**config.mk**
```make
export PLATFORM = sky130hd
export DESIGN_NAME = rtb_delay
export DESIGN_NICKNAME = d
export VERILOG_FILES = /design/src/hdl/assert_macros.svh /design/src/hdl/rtb_delay.sv
export SDC_FILE = /design/constraint.sdc
export NUM_CORES = 1
export LEC_CHECK = 0
export BUFFER_PORTS_ARGS = -buffer_cell sky130_fd_sc_hd__buf_2
export CAP_MARGIN = 20
export CORE_AREA = 3 3 40 42
export DETAILED_ROUTE_END_ITERATION = 8
export DIE_AREA = 0 0 43 45
export GPL_ROUTABILITY_DRIVEN = 0
export PLACE_DENSITY_LB_ADDON = 0.15
export SYNTH_ARGS = -nofsm -noshare
export SYNTH_HDL_FRONTEND = slang
export SYNTH_SLANG_ARGS = --single-unit
```
**constraint.sdc**
```tcl
create_clock -name clk -period 0.9 [get_ports clk]
set_input_delay 0.09 -clock clk [delete_from_list [all_inputs] [get_ports clk]]
set_output_delay 0.09 -clock clk [all_outputs]
set_load 0.05 [all_outputs]
```
**src/hdl/assert_macros.svh**
```systemverilog
// ----------------------------------------------------------------------------
// Assertion macros
// Concurrent assertion wrappers used by the top-level RTL file of the block.
// ----------------------------------------------------------------------------
`ifndef ASSERT_MACROS_SVH
`define ASSERT_MACROS_SVH
`ifndef ASSERT_OFF
`define RTB_ASSERT(label, clk, rst_n, prop, msg) \
  label: assert property (@(posedge clk) disable iff (!rst_n) prop) else $error(msg);
`define RTB_ASSERT_ALWAYS(label, clk, prop, msg) \
  label: assert property (@(posedge clk) prop) else $error(msg);
`else
`define RTB_ASSERT(label, clk, rst_n, prop, msg)
`define RTB_ASSERT_ALWAYS(label, clk, prop, msg)
`endif
`endif

```
**src/hdl/rtb_delay.sv**
```systemverilog
// ----------------------------------------------------------------------------
// Delay line
// Fixed-depth register chain that keeps side data aligned with the pipeline.
// ----------------------------------------------------------------------------
module rtb_delay #(
  parameter int WIDTH = 8,
  parameter int DEPTH = 2
) (
  input  logic             clk,
  input  logic [WIDTH-1:0] din,
  output logic [WIDTH-1:0] dout
);

  logic [WIDTH-1:0] tap_r [DEPTH];

  always_ff @(posedge clk) begin
    tap_r[0] <= din;
    for (int i = 1; i < DEPTH; i++) begin
      tap_r[i] <= tap_r[i-1];
    end
  end

  assign dout = tap_r[DEPTH-1];

endmodule

```
==> run summary, run 1 <==
Port bufs -> 16
# Post-CTS Setup Buffers -> 0
Mapped cell area -> 380 sq um
Hold slack final -> 0.328 ns
IO Pins -> 17
Final Non-Filler Cells -> 58
Required time worst endpoint -> 0.81 ns
Top area cells in the synthesized netlist -> dfxtp_1, buf_4
Antenna violations before repair -> 0
Footprint of the multi-input gates -> 0 sq um
Max reg flops -> 16
Fmax -> 1.17 GHz
Crit. End Element -> primary output
H-tree depth -> 1
Largest Register -> tap_r
DRT antenna net count -> 0
Comb_multi_in -> 0
First-pass DRT Iterations -> 1
Height of the die -> 45 um
Top post-synthesis cells by count -> dfxtp_1, buf_4
Post-route DRC -> 0
Cell with the most instances after synthesis -> dfxtp_1
Arrival time at the worst endpoint -> 0.76 ns
CP max stage cell -> dfxtp_1
Area of placed instances -> 419 sq um
Largest delay share family, worst path -> flip-flops
Critical Path, Cell by Cell -> buf_4
Via density -> 3.41
Period utilization -> 0.950
Row cnt -> 13
Hold Crit Depth -> 0
Worst reg2reg path startpoint -> tap_r[0][5]$_DFF_P_
WL/cell -> 7.93 um
Max Used Layer -> met3
Vias in the first global route -> 177
Final setup TNS -> 0 ns
Post-route cell area -> 567 sq um
Setup violations, final -> 0
Worst-Margin Slew -> 0.146 ns
Post-synth EDFFs -> 0
Critical path's largest stage delay -> 0.31 ns
Core area -> 1280 sq um
CTS tree -> done
Power Dens Cells -> 2180 nW/um^2
Power, Total -> 0.00123 W
Met1 wire length -> 147 um
RSZ-0062 raised after global routing -> no
Max_slew headroom -> 0.904
Lkg Pwr -> 0.260 nW
Dominant synthesized flop cell -> dfxtp_1
Sequential area share after synthesis -> 0.842
Reg clk slew, reported paths -> 0.08 ns
CTS sink count -> 16
Worst-case hold path end point -> tap_r[0][9]$_DFF_P_
Die W -> 43 um
Post-Syn Nets -> 33
Total wire length -> 460 um
CP Buf/Inv Count -> 1
R2R Path End -> tap_r[0][13]$_DFF_P_
Clock latency on the worst-skew pair -> 0.26 ns
Slew Limit Fails -> 0
Tot GR Track Use -> 0.0529
Worst Reg-to-Reg Cells -> 0
Clk buf depth -> 2
Unique cell type count in the Yosys netlist -> 2
Worst ir drop on vdd -> 0.951 mV
Largest regs -> tap_r: 16 flops
Remaining global-route overflow -> 0
Synth async-reset ratio -> 0
Mean Syn Cell Area -> 15.8 sq um
NumNets Final -> 54
Hold path start -> tap_r[0][1]$_DFF_P_
Starting Density -> 0.296
Max-Cap Viols -> 0
Top cell type's share of synthesized area -> 0.842
Ant diodes -> 0
Nature of the critical path startpoint -> flip-flop
Post-Syn Instances -> 24
First-pass GRT wire length -> 648 um
Num CTS Buffers -> 3
DR WL met3 -> 40 um
Skew final -> 0.000122 ns
Via count -> 198
Largest net degree at the start of global routing -> 9
CP max FO -> 1
DR iter-0 viols -> 0
Area grow syn2layout -> 49.0%
Status -> complete, no violations
Final hold violations -> 0
Ys Warns -> 0
CTS root buffer -> clkbuf_4
Cell taking the most area after synthesis -> dfxtp_1
Synth Register Bits -> 16
WL met2 -> 272 um
Post-Place Cells -> 47
Layout cells sized above 1 -> 0.488
Minimum clock period -> 0.855 ns
FF-to-FF setup slack -> 0.50 ns
Critical path type -> flip-flop to primary output
Full die area -> 1940 sq um
Type of the worst min-delay path -> flip-flop to flip-flop
power by group:
group | switching [W] | total, W | internal, W
logic | 0.0000805 | 0.000147 | 0.0000666
registers | 0.0000108 | 0.000757 | 0.000746
clock network | 0.000175 | 0.000329 | 0.000154
how the worst max path moves through the flow:
stage,startpoint,to,slack [ns],cells past startpoint
5_1_grt,tap_r[0][13]$_DFF_P_,dout[5],0.0001,1
4_1_cts,tap_r[0][13]$_DFF_P_,dout[5],0.006,1
6_report,tap_r[0][11]$_DFF_P_,dout[3],0.05,1
3_3_place_gp,tap_r[0][9]$_DFF_P_,dout[1],0.27,1
2_1_floorplan,tap_r[0][8]$_DFF_P_,dout[0],0.34,1
3_5_place_dp,tap_r[0][13]$_DFF_P_,dout[5],0.25,1
final cells by class:
class / instances / area [sq um]
clock buffer: 3 / 22.5
fill: 126 / 718
sequential: 16 / 323
tap: 15 / 18.8
timing repair buffer: 24 / 203
metal layers:
metal  global-route usage  vias to the layer above
met5                    0                        -
met4                    0                        0
met3               0.0717                        0
met2               0.0988                        9
met1               0.0296                       86
li1                     -                      103
cells in the final DEF, fill, tap and decap left out:
cell           instances
dfxtp_1               14
buf_2                  8
dlygate4sd3_1          8
dfxtp_2                2
clkbuf_4               3
buf_4                  2
buf_6                  6
kinds of logic (layout without fill, tap and decap cells):
group	Yosys count	count (layout)	share of synthesized area
flops	16	16	0.842
buf+inv	8	27	0.158
stage by stage:
stage,util,worst slack [ns]
2_1_floorplan,-,0.345
3_3_place_gp,0.326,0.275
3_5_place_dp,0.326,0.251
4_1_cts,0.422,0.00568
5_1_grt,0.441,0.000124
6_report,0.441,0.0452
timing repair:
item / in CTS / in global routing
endpoints found under the hold margin: 8 / 0
setup endpoints to repair: 8 / 6
hold buffers: 8 / 0
resized for setup: 8 / 8
No activity file was read; power rests on OpenSTA's default activity.
==> run 2: changes to the inputs <==
--- a/config.mk
+++ b/config.mk
@@ -11,6 +11,7 @@
 export DETAILED_ROUTE_END_ITERATION = 8
 export DIE_AREA = 0 0 43 45
 export GPL_ROUTABILITY_DRIVEN = 0
+export GPL_TIMING_DRIVEN = 0
 export PLACE_DENSITY_LB_ADDON = 0.15
 export SYNTH_ARGS = -nofsm -noshare
 export SYNTH_HDL_FRONTEND = slang
==> run 2 against run 1 <==
Clock skew about the same. Via count increased by 3.0%. Critical path depth unchanged. Sequential share of layout area decreased by 3.3 points. Die area unchanged. Routed wire length increased by 4.6%. Setup slack improved by 0.0011 ns. Non-clock buffer count unchanged.
==> run summary, run 2 (same netlist as run 1, synthesis figures left out) <==
Hold slack final -> 0.328 ns
CTS tree -> done
Clk buf depth -> 2
Post-Place Cells -> 55
CTS root buffer -> clkbuf_4
Comb_multi_in -> 0
Fmax -> 1.17 GHz
Max_slew headroom -> 0.942
Num CTS Buffers -> 3
Port bufs -> 16
First-pass DRT Iterations -> 1
CP max FO -> 1
Skew final -> 0.000192 ns
NumNets Final -> 54
# Post-CTS Setup Buffers -> 0
RSZ-0062 raised after global routing -> no
Total wire length -> 481 um
Power Dens Cells -> 2070 nW/um^2
Minimum clock period -> 0.854 ns
Via count -> 204
Reg clk slew, reported paths -> 0.08 ns
Critical path type -> flip-flop to primary output
Footprint of the multi-input gates -> 0 sq um
Worst-Margin Slew -> 0.0873 ns
WL/cell -> 8.29 um
CP Buf/Inv Count -> 1
Arrival time at the worst endpoint -> 0.76 ns
Layout cells sized above 1 -> 0.535
Full die area -> 1940 sq um
Starting Density -> 0.296
First-pass GRT wire length -> 759 um
CP max stage cell -> dfxtp_1
CTS sink count -> 16
Area grow syn2layout -> 59.5%
Most common cell after layout, fill and taps aside -> dfxtp_1
Final hold violations -> 0
Max-Cap Viols -> 0
Largest regs -> tap_r: 16 flops
Nature of the critical path startpoint -> flip-flop
Largest delay share family, worst path -> flip-flops
Height of the die -> 45 um
Critical Path, Cell by Cell -> buf_8
Lkg Pwr -> 0.273 nW
Most frequent cells in the layout -> dfxtp_1, dlygate4sd3_1, buf_2, buf_8, dfxtp_2
Largest Register -> tap_r
Status -> complete, no violations
Ant diodes -> 0
Row cnt -> 13
Required time worst endpoint -> 0.81 ns
Vias in the first global route -> 200
Final setup TNS -> 0 ns
Period utilization -> 0.949
Final Non-Filler Cells -> 58
DR iter-0 viols -> 0
DRT antenna net count -> 0
Max reg flops -> 16
Tot GR Track Use -> 0.0595
Critical path's largest stage delay -> 0.35 ns
Post-route DRC -> 0
Fillers -> 120
Clock latency on the worst-skew pair -> 0.26 ns
Type of the worst min-delay path -> flip-flop to flip-flop
Antenna violations before repair -> 0
Core area -> 1280 sq um
Die W -> 43 um
IO Pins -> 17
Via density -> 3.52
Remaining global-route overflow -> 0
Worst ir drop on vdd -> 0.945 mV
H-tree depth -> 1
Slew Limit Fails -> 0
Largest net degree at the start of global routing -> 9
Setup violations, final -> 0
Crit. End Element -> primary output
-- run 2: cell types whose count changed in the layout (fill, tap and decap cells not counted) --
cell     change
buf_4        -2
buf_6        -6
buf_8        +8
dfxtp_1      -2
dfxtp_2      +2
-- run 2: repair_timing --
item                                    CTS  global route
hold buffers                              8             0
pin swaps                                 0             0
hold endpoints to repair                  8             0
gates resized for setup                  25             3
endpoints found under the setup margin    8             3
-- run 2: final cells by class --
cell class	count	area, sq um	share of cell area
flip-flops and latches	16	325	0.536
clock buffers	3	22.5	0.0371
repair buffers	24	240	0.396
well taps	15	18.8	0.0309
-- run 2: final timing paths --
| path | from | end | slack, ns | cells after the start |
|---|---|---|---|---|
| max | tap_r[0][9]$_DFF_P_ | dout[1] | 0.05 | 1 |
| min | tap_r[0][4]$_DFF_P_ | tap_r[0][12]$_DFF_P_ | 0.33 | 0 |
| max reg2reg | tap_r[0][5]$_DFF_P_ | tap_r[0][13]$_DFF_P_ | 0.50 | 0 |
| min reg2reg | tap_r[0][4]$_DFF_P_ | tap_r[0][12]$_DFF_P_ | 0.33 | 0 |
-- run 2: stage by stage --
stage | total power [W] | setup slack (ns) | util | instance area, sq um
after floorplan | 0.000864 | 0.345 | - | 380
after global placement | 0.000895 | 0.188 | 0.373 | 479
after detailed placement | 0.000898 | 0.170 | 0.373 | 479
after CTS | 0.00128 | 0.0217 | 0.469 | 603
after global routing | 0.00133 | 0.0106 | 0.472 | 607
final | 0.00126 | 0.0463 | 0.472 | 607
-- run 2: metal layers --
layer	global-route usage	vias to the layer above	wire, um	part of all wire
met5	0	-	0	0
met4	0.0542	0	0	0
met3	0.0239	0	43	0.089
met2	0.114	9	302	0.63
met1	0.0442	92	136	0.28
li1	-	103	-	-
-- run 2: power breakdown --
group / leakage (nW) / internal (W) / switching (W)
Combinational: 0.124 / 0.0000838 / 0.0000817
Sequential: 0.135 / 0.000748 / 0.0000151
Clock: 0.0138 / 0.000155 / 0.000176
Total: 0.273 / 0.000986 / 0.000272
